`config.mk`:
```
export PLATFORM = sky130hd
export DESIGN_NAME = lcd_nibble_write_sequencer
export DESIGN_NICKNAME = d
export VERILOG_FILES = /design/src/rtl/lcdnw_pkg.sv /design/src/rtl/lcd_nibble_write_sequencer.sv /design/src/rtl/lcdnw_front.sv /design/src/rtl/lcdnw_queue.sv /design/src/rtl/lcdnw_back.sv
export VERILOG_INCLUDE_DIRS = /design/src /design/src/rtl
export SDC_FILE = /design/constraint.sdc
export NUM_CORES = 1
export LEC_CHECK = 0
export BUFFER_PORTS_ARGS = -buffer_cell sky130_fd_sc_hd__clkbuf_2
export CAP_MARGIN = 40
export CELL_PAD_IN_SITES_DETAIL_PLACEMENT = 1
export CELL_PAD_IN_SITES_GLOBAL_PLACEMENT = 1
export CORE_MARGIN = 2
export CORE_UTILIZATION = 44
export DETAILED_ROUTE_END_ITERATION = 10
export PLACE_DENSITY_LB_ADDON = 0.05
export SYNTH_ARGS = -nofsm -noshare
export SYNTH_HDL_FRONTEND = slang
export SYNTH_SLANG_ARGS = --single-unit
```
`constraint.sdc`:
```
create_clock -name aclk -period 2.4 [get_ports aclk]
set_input_delay 0.24 -clock aclk [delete_from_list [all_inputs] [get_ports aclk]]
set_output_delay 0.24 -clock aclk [all_outputs]
set_load 0.01 [all_outputs]
```
`src/rtl/lcd_nibble_write_sequencer_assert.svh`:
```
// Assertion macros for the LCD nibble write sequencer.
// Expects aclk and aresetn in the scope of each use.
`ifndef LCD_NIBBLE_WRITE_SEQUENCER_ASSERT_SVH
`define LCD_NIBBLE_WRITE_SEQUENCER_ASSERT_SVH

// same-cycle implication, disabled while in reset
`define LCDNW_ASSERT_NOW(label, ante, cons) \
    label: assert property (@(posedge aclk) disable iff (!aresetn) (ante) |-> (cons)) \
        else $error("lcdnw: same-cycle check failed");

// next-cycle implication, disabled while in reset
`define LCDNW_ASSERT_NEXT(label, ante, cons) \
    label: assert property (@(posedge aclk) disable iff (!aresetn) (ante) |=> (cons)) \
        else $error("lcdnw: next-cycle check failed");

`endif

```
`src/rtl/lcdnw_pkg.sv`:
```
// Shared types, constants and functions of the LCD nibble write sequencer.
// No dependencies.
`timescale 1ns / 1ps
`default_nettype none
package lcdnw_pkg;

    localparam int unsigned HOLD_W = 24;
    localparam logic [HOLD_W-1:0] HOLD_RESET = 24'd160000;
    localparam logic [0:0] REG_HOLD_CYCLES = 1'b0;
    localparam logic [2:0] LAST_STEP = 3'd6;
    localparam logic [1:0] STARTUP_LAST_INDEX = 2'd3;

    typedef struct packed {
        logic [7:0] data_byte;
        logic       sel;
        logic       last;
    } lcdnw_op_t;

    typedef struct packed {
        logic       enable;
        logic       rs;
        logic [3:0] nibble;
    } lcdnw_pins_t;

    typedef enum logic [1:0] {
        BK_IDLE,
        BK_SHOW,
        BK_HOLD
    } lcdnw_back_state_t;

    function automatic logic [7:0] startup_byte(input logic [1:0] idx);
        logic [7:0] b;
        case (idx)
            2'd0: b = 8'h33;
            2'd1: b = 8'h32;
            2'd2: b = 8'h01;
            2'd3: b = 8'h02;
            default: b = 8'h33;
        endcase
        return b;
    endfunction

    function automatic lcdnw_pins_t pin_state(input logic [7:0] b, input logic rs,
                                              input logic [2:0] step);
        lcdnw_pins_t p;
        p.rs = rs;
        case (step)
            3'd0: begin p.enable = 1'b1; p.nibble = 4'h0;   end
            3'd1: begin p.enable = 1'b1; p.nibble = b[7:4]; end
            3'd2: begin p.enable = 1'b0; p.nibble = b[7:4]; end
            3'd3: begin p.enable = 1'b1; p.nibble = b[7:4]; end
            3'd4: begin p.enable = 1'b1; p.nibble = b[3:0]; end
            3'd5: begin p.enable = 1'b0; p.nibble = b[3:0]; end
            3'd6: begin p.enable = 1'b1; p.nibble = b[3:0]; end
            default: begin p.enable = 1'b1; p.nibble = 4'h0; end
        endcase
        return p;
    endfunction

endpackage
`default_nettype wire

```
`src/rtl/lcd_nibble_write_sequencer.sv`:
```
// Top level of the LCD nibble write sequencer: register port, front end, queue, back end.
// Depends on lcdnw_pkg, lcdnw_front, lcdnw_queue and lcdnw_back.
//
// Each request either writes one byte (tuser[0] low, byte in tdata, tuser[1] high for data)
// or runs the start-up sequence 0x33, 0x32, 0x01, 0x02 as commands (tuser[0] high). A byte
// gives seven pin states on the master side. Each state is offered until it is taken, then
// held by the hold counter in the back end, loaded from hold_cycles (zero acts as one). After
// the last state the back end returns to idle to load the next byte. Requests are taken
// while earlier bytes still run, up to the queue depth. tlast marks the final pin state
// of a request.
`timescale 1ns / 1ps
`default_nettype none
module lcd_nibble_write_sequencer #(
    parameter int unsigned QUEUE_DEPTH = 4
) (
    input  wire         aclk,
    input  wire         aresetn,
    input  wire         psel,
    input  wire         penable,
    input  wire         pwrite,
    input  wire  [2:0]  paddr,
    input  wire  [31:0] pwdata,
    output logic [31:0] prdata,
    output logic        pready,
    input  wire         s_tvalid,
    output logic        s_tready,
    input  wire  [7:0]  s_tdata,   // [7:0] value
    input  wire  [1:0]  s_tuser,   // [0] func, [1] is_data
    output logic        m_tvalid,
    input  wire         m_tready,
    output logic [7:0]  m_tdata,   // [0] pin_enable, [1] pin_select, [5:2] pin_nibble, [7:6] zero
    output logic        m_tlast    // last
);
    import lcdnw_pkg::*;

    logic [HOLD_W-1:0] hold_cycles_reg;
    logic              reg_hit;
    logic              f_valid, f_ready;
    lcdnw_op_t         f_op;
    logic              q_valid, q_ready;
    lcdnw_op_t         q_op;

    assign pready  = 1'b1;
    assign reg_hit = (paddr[2:2] == REG_HOLD_CYCLES);
    assign prdata  = reg_hit ? {{(32 - HOLD_W){1'b0}}, hold_cycles_reg} : 32'd0;

    always_ff @(posedge aclk) begin
        if (!aresetn) begin
            hold_cycles_reg <= HOLD_RESET;
        end else if (psel && penable && pwrite && pready && reg_hit) begin
            hold_cycles_reg <= pwdata[HOLD_W-1:0];
        end
    end

    lcdnw_front u_front (
        .aclk     (aclk),
        .aresetn  (aresetn),
        .s_tvalid (s_tvalid),
        .s_tready (s_tready),
        .s_tdata  (s_tdata),
        .s_tuser  (s_tuser),
        .op_valid (f_valid),
        .op_ready (f_ready),
        .op       (f_op)
    );

    lcdnw_queue #(
        .DEPTH (QUEUE_DEPTH)
    ) u_queue (
        .aclk      (aclk),
        .aresetn   (aresetn),
        .in_valid  (f_valid),
        .in_ready  (f_ready),
        .in_op     (f_op),
        .out_valid (q_valid),
        .out_ready (q_ready),
        .out_op    (q_op)
    );

    lcdnw_back u_back (
        .aclk        (aclk),
        .aresetn     (aresetn),
        .hold_cycles (hold_cycles_reg),
        .q_valid     (q_valid),
        .q_ready     (q_ready),
        .q_op        (q_op),
        .m_tvalid    (m_tvalid),
        .m_tready    (m_tready),
        .m_tdata     (m_tdata),
        .m_tlast     (m_tlast)
    );

endmodule
`default_nettype wire

```
`src/rtl/lcdnw_front.sv`:
```
// Front end: accepts requests and expands them into byte operations.
// Depends on lcdnw_pkg.
`timescale 1ns / 1ps
`default_nettype none
module lcdnw_front (
    input  wire                    aclk,
    input  wire                    aresetn,
    input  wire                    s_tvalid,
    output logic                   s_tready,
    input  wire  [7:0]             s_tdata,
    input  wire  [1:0]             s_tuser,
    output logic                   op_valid,
    input  wire                    op_ready,
    output lcdnw_pkg::lcdnw_op_t   op
);
    import lcdnw_pkg::*;

    logic       op_valid_reg, op_valid_next;
    logic       startup_reg, startup_next;
    logic [1:0] index_reg, index_next;
    logic [7:0] value_reg, value_next;
    logic       is_data_reg, is_data_next;
    logic       op_final;
    logic       accept;

    assign op_final = !startup_reg || (index_reg == STARTUP_LAST_INDEX);
    assign s_tready = !op_valid_reg || (op_ready && op_final);
    assign accept   = s_tvalid && s_tready;

    always_comb begin
        op_valid_next = op_valid_reg;
        startup_next  = startup_reg;
        index_next    = index_reg;
        value_next    = value_reg;
        is_data_next  = is_data_reg;
        if (accept) begin
            op_valid_next = 1'b1;
            startup_next  = s_tuser[0];
            index_next    = 2'd0;
            value_next    = s_tdata;
            is_data_next  = s_tuser[1];
        end else if (op_valid_reg && op_ready) begin
            if (op_final) begin
                op_valid_next = 1'b0;
            end else begin
                index_next = index_reg + 2'd1;
            end
        end
    end

    always_ff @(posedge aclk) begin
        if (!aresetn) begin
            op_valid_reg <= 1'b0;
            startup_reg  <= 1'b0;
            index_reg    <= 2'd0;
        end else begin
            op_valid_reg <= op_valid_next;
            startup_reg  <= startup_next;
            index_reg    <= index_next;
        end
        value_reg   <= value_next;
        is_data_reg <= is_data_next;
    end

    assign op_valid     = op_valid_reg;
    assign op.data_byte = startup_reg ? startup_byte(index_reg) : value_reg;
    assign op.sel       = startup_reg ? 1'b0 : is_data_reg;
    assign op.last      = op_final;

endmodule
`default_nettype wire

```
`src/rtl/lcdnw_queue.sv`:
```
// Short queue of byte operations between front end and sequencer.
// Depends on lcdnw_pkg.
`timescale 1ns / 1ps
`default_nettype none
module lcdnw_queue #(
    parameter int unsigned DEPTH = 4
) (
    input  wire                    aclk,
    input  wire                    aresetn,
    input  wire                    in_valid,
    output logic                   in_ready,
    input  lcdnw_pkg::lcdnw_op_t   in_op,
    output logic                   out_valid,
    input  wire                    out_ready,
    output lcdnw_pkg::lcdnw_op_t   out_op
);
    import lcdnw_pkg::*;

    localparam int unsigned PTR_W = (DEPTH > 1) ? $clog2(DEPTH) : 1;
    localparam int unsigned CNT_W = $clog2(DEPTH + 1);
    localparam logic [PTR_W-1:0] PTR_LAST = PTR_W'(DEPTH - 1);
    localparam logic [CNT_W-1:0] CNT_FULL = CNT_W'(DEPTH);

    lcdnw_op_t        slot_reg [DEPTH];
    logic [PTR_W-1:0] wr_ptr_reg, wr_ptr_next;
    logic [PTR_W-1:0] rd_ptr_reg, rd_ptr_next;
    logic [CNT_W-1:0] count_reg, count_next;
    logic             push, pop;

    assign in_ready  = (count_reg != CNT_FULL);
    assign out_valid = (count_reg != '0);
    assign push      = in_valid && in_ready;
    assign pop       = out_valid && out_ready;
    assign out_op    = slot_reg[rd_ptr_reg];

    always_comb begin
        wr_ptr_next = wr_ptr_reg;
        rd_ptr_next = rd_ptr_reg;
        count_next  = count_reg;
        if (push) begin
            wr_ptr_next = (wr_ptr_reg == PTR_LAST) ? '0 : wr_ptr_reg + PTR_W'(1);
        end
        if (pop) begin
            rd_ptr_next = (rd_ptr_reg == PTR_LAST) ? '0 : rd_ptr_reg + PTR_W'(1);
        end
        if (push && !pop) begin
            count_next = count_reg + CNT_W'(1);
        end else if (pop && !push) begin
            count_next = count_reg - CNT_W'(1);
        end
    end

    always_ff @(posedge aclk) begin
        if (!aresetn) begin
            wr_ptr_reg <= '0;
            rd_ptr_reg <= '0;
            count_reg  <= '0;
        end else begin
            wr_ptr_reg <= wr_ptr_next;
            rd_ptr_reg <= rd_ptr_next;
            count_reg  <= count_next;
        end
        if (push) begin
            slot_reg[wr_ptr_reg] <= in_op;
        end
    end

endmodule
`default_nettype wire

```
`src/rtl/lcdnw_back.sv`:
```
// Back end: steps one byte through its seven pin states with the hold timer.
// Depends on lcdnw_pkg and lcd_nibble_write_sequencer_assert.svh.
`timescale 1ns / 1ps
`default_nettype none
`include "lcd_nibble_write_sequencer_assert.svh"
module lcdnw_back (
    input  wire                         aclk,
    input  wire                         aresetn,
    input  wire  [lcdnw_pkg::HOLD_W-1:0] hold_cycles,
    input  wire                         q_valid,
    output logic                        q_ready,
    input  lcdnw_pkg::lcdnw_op_t        q_op,
    output logic                        m_tvalid,
    input  wire                         m_tready,
    output logic [7:0]                  m_tdata,
    output logic                        m_tlast
);
    import lcdnw_pkg::*;

    lcdnw_back_state_t state_reg, state_next;
    logic [2:0]        step_reg, step_next;
    lcdnw_op_t         op_reg, op_next;
    logic [HOLD_W-1:0] hold_count_reg, hold_count_next;
    lcdnw_pins_t       pins;

    always_comb begin
        state_next      = state_reg;
        step_next       = step_reg;
        op_next         = op_reg;
        hold_count_next = hold_count_reg;
        case (state_reg)
            BK_IDLE: begin
                if (q_valid) begin
                    op_next    = q_op;
                    step_next  = 3'd0;
                    state_next = BK_SHOW;
                end
            end
            BK_SHOW: begin
                if (m_tready) begin
                    hold_count_next = (hold_cycles == '0) ? HOLD_W'(1) : hold_cycles;
                    state_next      = BK_HOLD;
                end
            end
            BK_HOLD: begin
                if (hold_count_reg <= HOLD_W'(1)) begin
                    if (step_reg == LAST_STEP) begin
                        state_next = BK_IDLE;
                    end else begin
                        step_next  = step_reg + 3'd1;
                        state_next = BK_SHOW;
                    end
                end else begin
                    hold_count_next = hold_count_reg - HOLD_W'(1);
                end
            end
            default: state_next = BK_IDLE;
        endcase
    end

    always_comb begin
        pins     = pin_state(op_reg.data_byte, op_reg.sel, step_reg);
        q_ready  = (state_reg == BK_IDLE);
        m_tvalid = (state_reg == BK_SHOW);
        m_tdata  = {2'b00, pins.nibble, pins.rs, pins.enable};
        m_tlast  = op_reg.last && (step_reg == LAST_STEP);
    end

    always_ff @(posedge aclk) begin
        if (!aresetn) begin
            state_reg      <= BK_IDLE;
            step_reg       <= 3'd0;
            hold_count_reg <= '0;
        end else begin
            state_reg      <= state_next;
            step_reg       <= step_next;
            hold_count_reg <= hold_count_next;
        end
        op_reg <= op_next;
    end

    `LCDNW_ASSERT_NOW(a_step_range, 1'b1, step_reg <= LAST_STEP)
    `LCDNW_ASSERT_NOW(a_pop_idle, q_valid && q_ready, !m_tvalid)
    `LCDNW_ASSERT_NEXT(a_show_to_hold, m_tvalid && m_tready,
                       state_reg == BK_HOLD && hold_count_reg != '0)
    `LCDNW_ASSERT_NEXT(a_end_of_byte,
                       state_reg == BK_HOLD && hold_count_reg <= HOLD_W'(1) && step_reg == LAST_STEP,
                       state_reg == BK_IDLE)

endmodule
`default_nettype wire

```
# [Word-level counts from Yosys, hierarchy flattened]
# Memories as Yosys holds them, arrays and structs flattened. A register that Yosys moved wholly into a read port is not among the register bits.
# Index checks and enable logic that the tools add are counted.
[op_classes] addsub=7 magnitude_cmp=1 muxes=28 reduce_logical=35 eq_ne=19 bitwise_logic=3
[ops] operator="24-bit two-way mux" count=4
[ops] operator="24-bit one-hot mux with 2 select lines" count=1
[ops] operator="8-bit one-hot mux with 4 select lines" count=1
[ops] operator="24-bit by 1-bit <= comparator with 1-bit output, second input constant" count=1
[ops] operator="24-bit zero test" count=1
[ops] operator="24-bit by 1-bit subtractor with 24-bit output, second input constant" count=1
[ops] operator="3-bit two-way mux" count=5
[ops] operator="2-bit == test, second input constant" count=5
[ops] operator="1-bit logical AND" count=10
[ops] operator="2-bit two-way mux" count=5
[ops] operator="2-bit nonzero test" count=5
[ops] operator="3-bit == test, second input constant" count=3
[ops] operator="1-bit two-way mux" count=8
[ops] operator="8-bit two-way mux" count=1
[ops] operator="4-bit one-hot mux with 2 select lines" count=1
[ops] operator="2-bit by 1-bit adder with 2-bit output, second input constant" count=3
[ops] operator="3-bit by 1-bit adder with 3-bit output, second input constant" count=2
[ops] operator="3-bit by 2-bit == test with 1-bit output, second input constant" count=2
[ops] operator="2-bit by 1-bit != test with 1-bit output, second input constant" count=3
[ops] operator="2-bit one-hot mux with 3 select lines" count=1
[ops] operator="3-bit one-hot mux with 2 select lines" count=1
[ops] operator="2-bit AND reduction" count=3
[ops] operator="3-bit AND reduction" count=2
[ops] operator="3-bit OR reduction" count=2
[ops] operator="12 further kinds" count=22
[totals] register_bits=73 output_inout_bits=44 wordCells=106 inputBits=52 ram_bits=40 memories=1
[memory_table] memory="u_queue.slot_reg" depth=4 word_bits=10 rd=1 rd_clocked_by_memory_dff=1 write_ports=1 line="lcdnw_queue.sv:24" source="lcdnw_op_t slot_reg [DEPTH];"

# [Depth between registers and ports, before layout]
# Gate-level depths: netlist of run 1.
[depth] word_depth=7 mapped_depth=9 ltp_nobuf=8

# [Modules after synthesis]
# Synthesis of run 1 repeated with hierarchy kept, for this count alone.
[unflattened] hier_cells=589 area_unflattened_um2=6244.7
[by_module_without_submodules] mod="lcdnw_back" cells_each=288 instances=1 area_per_inst_um2=2438.6 seq_area_each_um2=880.8
[by_module_without_submodules] mod="lcdnw_queue" cells_each=103 instances=1 area_per_inst_um2=1920.6 seq_area_each_um2=1381.3
[by_module_without_submodules] mod="lcd_nibble_write_sequencer" cells_each=142 instances=1 area_per_inst_um2=1249.9 seq_area_each_um2=480.5
[by_module_without_submodules] mod="lcdnw_front" cells_each=56 instances=1 area_per_inst_um2=635.6 seq_area_each_um2=350.3

# [Worst setup path after synthesis of run 1]
# OpenSTA, ideal clock, no wires.
[synth_timing] kind="register -> register" from="reg u_queue.count_reg[0]" to="reg u_queue.count_reg[2]" path_slack_ns=0.285 t_arrival_ns=2.044 stages_incl_launch_ff=10 synth_period_minus_slack_ns=2.115 n_path_buf=1 setup_ns=0.070 t_required_ns=2.330 path_cell_list="dfxtp_1 nor3b_1 nor2b_1 clkbuf_1 ha_1 inv_1 fa_1 xor2_1 or3_1 a21oi_1"
[synth_via] elab_chain_len=5 elab_cells_between_ends=13 cone_classes="add/sub: 2; eq/ne: 1; mux: 2; reduce/logical: 8"
[synth_rtl] element="start: declaration" line="lcdnw_queue.sv:27" source="logic [CNT_W-1:0] count_reg, count_next;"
[synth_rtl] element="start signal: assignment" line="lcdnw_queue.sv:61" source="count_reg <= count_next;"
[synth_rtl] element="3-bit != test *" line="lcdnw_queue.sv:30" source="assign in_ready = (count_reg != CNT_FULL);"
[synth_rtl] element="1-bit logical AND *" line="lcdnw_queue.sv:32" source="assign push = in_valid && in_ready;"
[synth_rtl] element="named net u_queue.push" line="lcdnw_queue.sv:28" source="logic push, pop;"
[synth_rtl] element="1-bit zero test" line="lcdnw_queue.sv:48" source="end else if (pop && !push) begin"
[synth_rtl] element="1-bit logical AND" line="lcdnw_queue.sv:48"
[synth_rtl] element="2-bit nonzero test (no line)"
# The timed path passes the listed nets; every way through them passes the cells marked *. The select of a mux whose other input is x is not followed.
# A chain may end at the register's enable or synchronous reset.

# [Worst setup path after layout of run 1]
[layout_timing] from="reg u_back.hold_count_reg[0]" to="reg u_back.hold_count_reg[11]"
[layout_via] elab_chain_len=3 elab_cells_between_ends=6 cone_classes="add/sub: 1; order compare: 1; eq/ne: 1; mux: 2; reduce/logical: 1"
[layout_rtl] element="start: declaration" line="lcdnw_back.sv:23" source="logic [HOLD_W-1:0] hold_count_reg, hold_count_next;"
[layout_rtl] element="start signal: assignment" line="lcdnw_back.sv:77" source="hold_count_reg <= hold_count_next;"
[layout_rtl] element="start signal: assignment" line="lcdnw_back.sv:87" source="state_reg == BK_HOLD && hold_count_reg <= HOLD_W'(1) && step_reg == LAST_STEP,"
[layout_rtl] element="24-bit by 1-bit subtractor with 24-bit output / 24-bit by 1-bit <= comparator with 1-bit output (equally long branches)" line="lcdnw_back.sv:54, lcdnw_back.sv:46"
[layout_rtl] element="24-bit two-way mux / 2-bit != test (equally long branches)"
[layout_rtl] element="24-bit one-hot mux with 2 select lines / 3-bit AND reduction (equally long branches)"
# Several ways; a longest one is shown, not always the timed one. The select of a mux whose other input is x is not followed.

==> results of run 1 <==
-- power by group through the flow --
stage	Clock [µW]	Combinational [µW]	Sequential, µW
after floorplan	0	1490	2670
after global placement	0	1940	2730
after detailed placement	0	2020	2750
after CTS	2740	2070	2710
after global routing	2840	2290	2750
final	2700	2060	2720
-- stage by stage --
| stage | setup WS [ps] | hold slack [ps] | cells | area (µm²) | util |
|---|---|---|---|---|---|
| finish | 212 | 6.01 | 850 | 7040 | 0.553 |
| detailed placement | 195 | 420 | 810 | 6330 | 0.498 |
| global route | 1.38 | 6.44 | 850 | 7040 | 0.553 |
| CTS | 146 | 1.25 | 850 | 7040 | 0.553 |
| global placement | 250 | 417 | 810 | 6330 | 0.498 |
| floorplan | 285 | 339 | 588 | 5820 | - |
-- area by class of cell --
class                   instances  area [µm²]
clock buffers                  19         433
well taps                     172         215
multi-input cells             407        2490
repair buffers                100         598
inverters                      16        60.1
clock inverters                13         191
flip-flops and latches        123        3050
fillers                      1469        5680
-- critical path, delay by kind of cell, from the launching register on --
family          cells  cell delay, ps
compound gates      3             700
simple gates        3             510
flops               1             390
buf+inv             2             250
fa+ha+maj           1             250
-- repair_timing --
action	4_1_cts	5_1_grt
endpoints found under the setup margin	0	1
buffers inserted	0	0
gates resized for setup	0	1
hold buffers	8	0
hold endpoints to repair	8	0
-- routing by layer --
layer / vias to the layer above / part of all wire
met5: - / 0
met4: 0 / 0.010
met3: 13 / 0.052
met2: 133 / 0.46
met1: 2273 / 0.48
li1: 2206 / -
-- logic make-up (layout without fill, tap and decap cells) --
kind of cell / Yosys count / after routing / synth area share
fa+ha+maj: 18 / 18 / 0.0402
buf+inv: 58 / 148 / 0.0493
compound gates: 110 / 110 / 0.114
xor+xnor: 5 / 5 / 0.00757
other cells: 2 / 11 / 0.00130
flops: 123 / 123 / 0.527
simple gates: 247 / 247 / 0.211
mux: 16 / 16 / 0.0495
-- path summary, 6_finish.rpt --
path / slack (ps) / from / endpoint
max: 210 / u_back.hold_count_reg[0]$_SDFFE_PN0P_ / u_back.hold_count_reg[11]$_SDFFE_PN0P_
min: 6 / s_tuser[1] / u_front.is_data_reg$_DFFE_PP_
max reg2reg: 210 / u_back.hold_count_reg[0]$_SDFFE_PN0P_ / u_back.hold_count_reg[11]$_SDFFE_PN0P_
min reg2reg: 480 / u_back.hold_count_reg[19]$_SDFFE_PN0P_ / u_back.hold_count_reg[19]$_SDFFE_PN0P_
-- layout by cell type (no fill, tap or decap), types with 4 or more instances in the layout --
cell / synthesis / final
a21oi_1: 58 / 58
a22o_1: 5 / 5
and2_1: 5 / 5
buf_4: 12 / 17
bufinv_16: 0 / 4
clkbuf_16: 0 / 17
clkbuf_2: 0 / 74
conb_1: 2 / 11
dfxtp_1: 64 / 64
dlygate4sd3_1: 0 / 8
edfxtp_1: 59 / 59
ha_1: 17 / 17
inv_1: 15 / 15
mux2i_1: 5 / 5
mux4_2: 10 / 10
nand2_1: 99 / 99
nand3_1: 14 / 14
nand4_1: 6 / 6
nor2_1: 45 / 44
nor2b_1: 33 / 33
nor3_1: 12 / 12
nor4_1: 9 / 9
o211ai_1: 4 / 4
o21ai_0: 9 / 9
o21ai_1: 11 / 11
o31ai_1: 4 / 4
==> results.yml, run 1 <==
run_status:
  run_status: "complete, no violations"
global_route:
  grt_util_met3: 0.0463
  grt_antenna_before_repair: 0
  via_count_of_the_first_global_routing_pass: 4709
  grt-ovfl-total: 0
  globalRouteMet2Util: 0.360
  grt_util_all_layers: 0.230
  grt_start_max_net_pins: 40
  global_route.peak_usage_layer: "met2"
  grt_pass1_wl_mm: 25.0
  grtUsageMet1: 0.325
layout:
  design.final.nets: 735
  layout-area-overhead-vs-synth_pct: 21.6
  largest_register_ffs: 40
  antenna_cells: 0
  drive_above_1_share: 0.209
floorplanning:
  placeableCoreArea_um2: 12700
  die_h_um: 119
  i_o_pins: 96
  rows: 41
  start_util: 0.455
  die-area_um2: 14100
  die_w_um: 119
setup_path:
  timing.setup.critical_path_class: "reg -> reg"
  critPathSlowestCell: "dfxtp_1"
  critical_path_required_ps: 2720
  cp-end-kind: "flop"
  path_max_fanout: 15
  slowest_delay_ps: 390
  crit_path_cell_trace: "inv_1, ha_1, nor2_1, nor4_1, buf_4, a31oi_4, nand2b_4, a21oi_1, a311oi_1"
  setup.worst_path.start_class: "flop"
  critPathArrivalTime_ps: 2510
  rr_worst_depth: 9
drt:
  vias: 4625
  drtIter0Drc: 259
  detail-route-antenna-nets: 0
  remaining_drc_errors: 0
  avgRoutedWirePerCell_um: 18.2
  drt-total-wl_mm: 15.5
  route.detailed.vias_per_inst: 5.44
  detailedRoute.firstPassIterationCount: 4
timing:
  finalCritPeriodShare: 0.912
  maxSlewHeadroom: 0.589
  worst-slew-pin-transition_ps: 615
  timing.setup.tns_ps: 0
  report.final.setup_viol: 0
  max_freq_ghz: 0.457
  final_max_slew_viol_count: 0
  worst_clock_skew_ps: 8.48
  finalWorstPathRequiredPeriod_ps: 2190
  unrepaired_setup_endpoints_after_global_routing: "false"
  finalHoldViolCount: 0
clock_network:
  cts_root_buffer: "clkbuf_16"
  tritoncts_clock_tree: "built"
  cts.htree.levels: 4
  cts_inserted_buffers: 17
  cts.clk_slew.worst_paths_ps: 60
  clock_insertion_delay_worst_skew_ps: 420
  number_of_buffers_on_the_longest_clock_path: 2
  clock_sink_count: 123
power_and_ir_drop:
  p_int_uw: 5030
  comb_power_share: 0.275
  peakVddDrop_v: 0.000467
  post-layout-total-power_uw: 7480
  seq_power_share: 0.363
  p_clk_frac: 0.361
  sw_frac_of_total: 0.327
  pwr_density_cell_nw_per_um2: 1060
  power.static_leakage_uw: 0.00271
  net-switching-power_uw: 2450
logic_synthesis:
  ys_dominant_reg_cell: "dfxtp_1"
  synth.lib_cells_used.distinct: 62
  synth-async-reset-ratio: 0
  yosysSeqAreaShare: 0.527
  yosysWarningCount: 0
  post_synth_instance_area_um2: 5790
  synth_cells: 579
  post_synth.cell_area_avg_um2: 10.0
  netlist.top_cell.by_area: "edfxtp_1"
  synthMostInstantiatedCell: "nand2_1"
  synth_largest_type_area_fraction: 0.306
  count_of_state_elements_after_synthesis: 123
  synth_edf_count: 59
  ys_top_cells_by_area: "edfxtp_1, dfxtp_1, nand2_1"
  synth_common_cells: "nand2_1, dfxtp_1, edfxtp_1"
placement:
  place.detailed.hpwl_mm: 10.5
  place.gp.congestion: 0.806
  portBuffers: 74
min_path:
  hp-class: "in -> reg"
  whs_path_depth: 1
run:
  drv_cap: 0
Power figures use the tool's default switching activity.
==> inputs of run 2 (changes only) <==
Settings changed: CORE_ASPECT_RATIO from default to 0.5.
==> run 2 against run 1 <==
Against the previous run:
- clock skew up 5.2 ps
- final area unchanged
- clock power about the same
- wire length down 6.5%
- sequential power about the same
- total power down 1.4%
- global-route usage down 1.3 points
- setup slack worse by 38 ps
- register-to-register slack about the same
- largest cell class unchanged
==> results.yml, run 2 (synthesis results as in run 1) <==
timing:
  timing.setup.tns_ps: 0
  worst_clock_skew_ps: 13.7
  report.final.setup_viol: 0
  hold-worst-slack_ps: 36.5
  worst-slew-pin-transition_ps: 609
  fin_ws_ps: 173
  final_max_slew_viol_count: 0
  max_freq_ghz: 0.449
  finalWorstPathRequiredPeriod_ps: 2230
  finalHoldViolCount: 0
  unrepaired_setup_endpoints_after_global_routing: "false"
  finalCritPeriodShare: 0.928
  maxSlewHeadroom: 0.593
min_path:
  hold_startpoint: "pwdata[1]"
  whs_path_depth: 3
  whs_endpoint: "hold_cycles_reg[1]$_SDFFE_PN0P_"
  hp-class: "in -> reg"
global_route:
  grt_util_all_layers: 0.218
  grt_pass1_wl_mm: 24.1
  via_count_of_the_first_global_routing_pass: 4812
  grt_start_max_net_pins: 30
  grt-ovfl-total: 0
  grt_antenna_before_repair: 0
setup_path:
  setup.worst_path.start_class: "flop"
  rr_worst_depth: 8
  critical_path_required_ps: 2160
  slowest_delay_ps: 430
  r2r_slack_ps: 210
  critPathArrivalTime_ps: 1990
  critPathSlowestCell: "dfxtp_1"
  path_max_fanout: 6
  crit_path_cell_trace: "inv_1, ha_1, o31a_1, a22o_1, clkbuf_2"
  crit-reg2reg-launch: "u_back.hold_count_reg[0]$_SDFFE_PN0P_"
  timing.setup.critical_path_class: "reg -> out"
  crit_reg_reg_endpoint: "u_back.hold_count_reg[10]$_SDFFE_PN0P_"
  cp-end-kind: "primary output"
floorplanning:
  die-area_um2: 14100
  i_o_pins: 96
  start_util: 0.453
  placeableCoreArea_um2: 12800
  rows: 29
  die_w_um: 166
  die_h_um: 85.1
power_and_ir_drop:
  sw_frac_of_total: 0.341
  power.static_leakage_uw: 0.00272
  peakVddDrop_v: 0.000418
  net-switching-power_uw: 2510
  pwr_density_cell_nw_per_um2: 1050
  seq_power_share: 0.366
  p_clk_frac: 0.363
  p_int_uw: 4860
  comb_power_share: 0.271
clock_network:
  cts.htree.levels: 4
  cts_inserted_buffers: 17
  number_of_buffers_on_the_longest_clock_path: 2
  post_cts_buffers: 0
  clock_insertion_delay_worst_skew_ps: 420
  cts_root_buffer: "clkbuf_16"
  tritoncts_clock_tree: "built"
  cts.clk_slew.worst_paths_ps: 70
  clock_sink_count: 123
drt:
  detailedRoute.firstPassIterationCount: 4
  drtIter0Drc: 233
  remaining_drc_errors: 0
  vias: 4582
  route.detailed.vias_per_inst: 5.39
  drt-total-wl_mm: 14.5
  avgRoutedWirePerCell_um: 17.0
  detail-route-antenna-nets: 0
run:
  drv_cap: 0
placement:
  place.detailed.hpwl_mm: 9.94
  placedInstanceArea_um2: 6320
  place.gp.congestion: 0.780
  portBuffers: 74
  setup_slack_after_placement_ps: 232
layout:
  drive_above_1_share: 0.215
  most_common_cell_after_layout_fill_and_taps_aside: "nand2_1"
  design.final.nets: 737
  largest_register_ffs: 40
  post-route-cell-area_um2: 7040
  antenna_cells: 0
  fill_cells: 1439
  layout-area-overhead-vs-synth_pct: 21.6
  mostFrequentLayoutCells: "nand2_1, clkbuf_2, dfxtp_1"
run_status:
  run_status: "complete, no violations"
==> run 2: cell types whose count changed in the layout (fill, tap and decap cells not counted), moves of 2 or more <==
cell,change
inv_8,+5
buf_4,+2
bufinv_16,-2
clkbuf_1,-2
clkinv_4,-2
inv_6,+2
==> run 2: worst max path at each step <==
stage / startpoint / endpoint / depth (start not counted)
after floorplan: u_queue.count_reg[0]$_SDFFE_PN0P_ / u_queue.count_reg[2]$_SDFFE_PN0P_ / 9
after global placement: u_back.hold_count_reg[17]$_SDFFE_PN0P_ / u_back.hold_count_reg[4]$_SDFFE_PN0P_ / 6
after detailed placement: u_back.hold_count_reg[0]$_SDFFE_PN0P_ / u_back.hold_count_reg[4]$_SDFFE_PN0P_ / 9
after CTS: u_back.step_reg[0]$_SDFFE_PN0P_ / m_tdata[3] / 5
after global routing: u_back.hold_count_reg[0]$_SDFFE_PN0P_ / u_back.hold_count_reg[4]$_SDFFE_PN0P_ / 9
final: u_back.step_reg[0]$_SDFFE_PN0P_ / m_tdata[3] / 5
==> run 2: what timing repair did <==
item	CTS	global route
setup endpoints to repair	0	1
resized for setup	0	1
hold endpoints to repair	9	0
hold buffers	9	0
==> run 2: through the flow <==
stage,power [µW],util,std cells
2_1_floorplan,4170,-,588
3_3_place_gp,4660,0.495,809
3_5_place_dp,4720,0.495,809
4_1_cts,7440,0.551,850
5_1_grt,7800,0.551,850
6_report,7370,0.551,850
==> run 2: routing by layer <==
| metal | part of all wire | global-route usage |
|---|---|---|
| met5 | 0 | 0 |
| met4 | 0.016 | 0.0862 |
| met3 | 0.035 | 0.0490 |
| met2 | 0.50 | 0.379 |
| met1 | 0.45 | 0.268 |
==> run 2: final cells by class <==
class	instances	area, µm²	share of cell area
Clock inverter	15	193	0.0274
Tap cell	170	213	0.0302
Timing Repair Buffer	102	603	0.0857
Inverter	16	60.1	0.00853
Sequential cell	123	3050	0.434
Clock buffer	17	425	0.0604
Multi-Input combinational cell	407	2490	0.354
==> run 2: power groups by stage <==
stage	clock network [µW]	registers (µW)	logic, µW
finish	2680	2700	2000
global route	2820	2740	2240
CTS	2720	2700	2020
detailed placement	0	2740	1970
global placement	0	2730	1930
floorplan	0	2670	1490
==> run 2: worst max-delay path: cells and delay by family, from the launching register on <==
| family | cells | cell delay [ps] |
|---|---|---|
| compound gates | 2 | 640 |
| flops | 1 | 430 |
| buf+inv | 2 | 230 |
| fa+ha+maj | 1 | 280 |
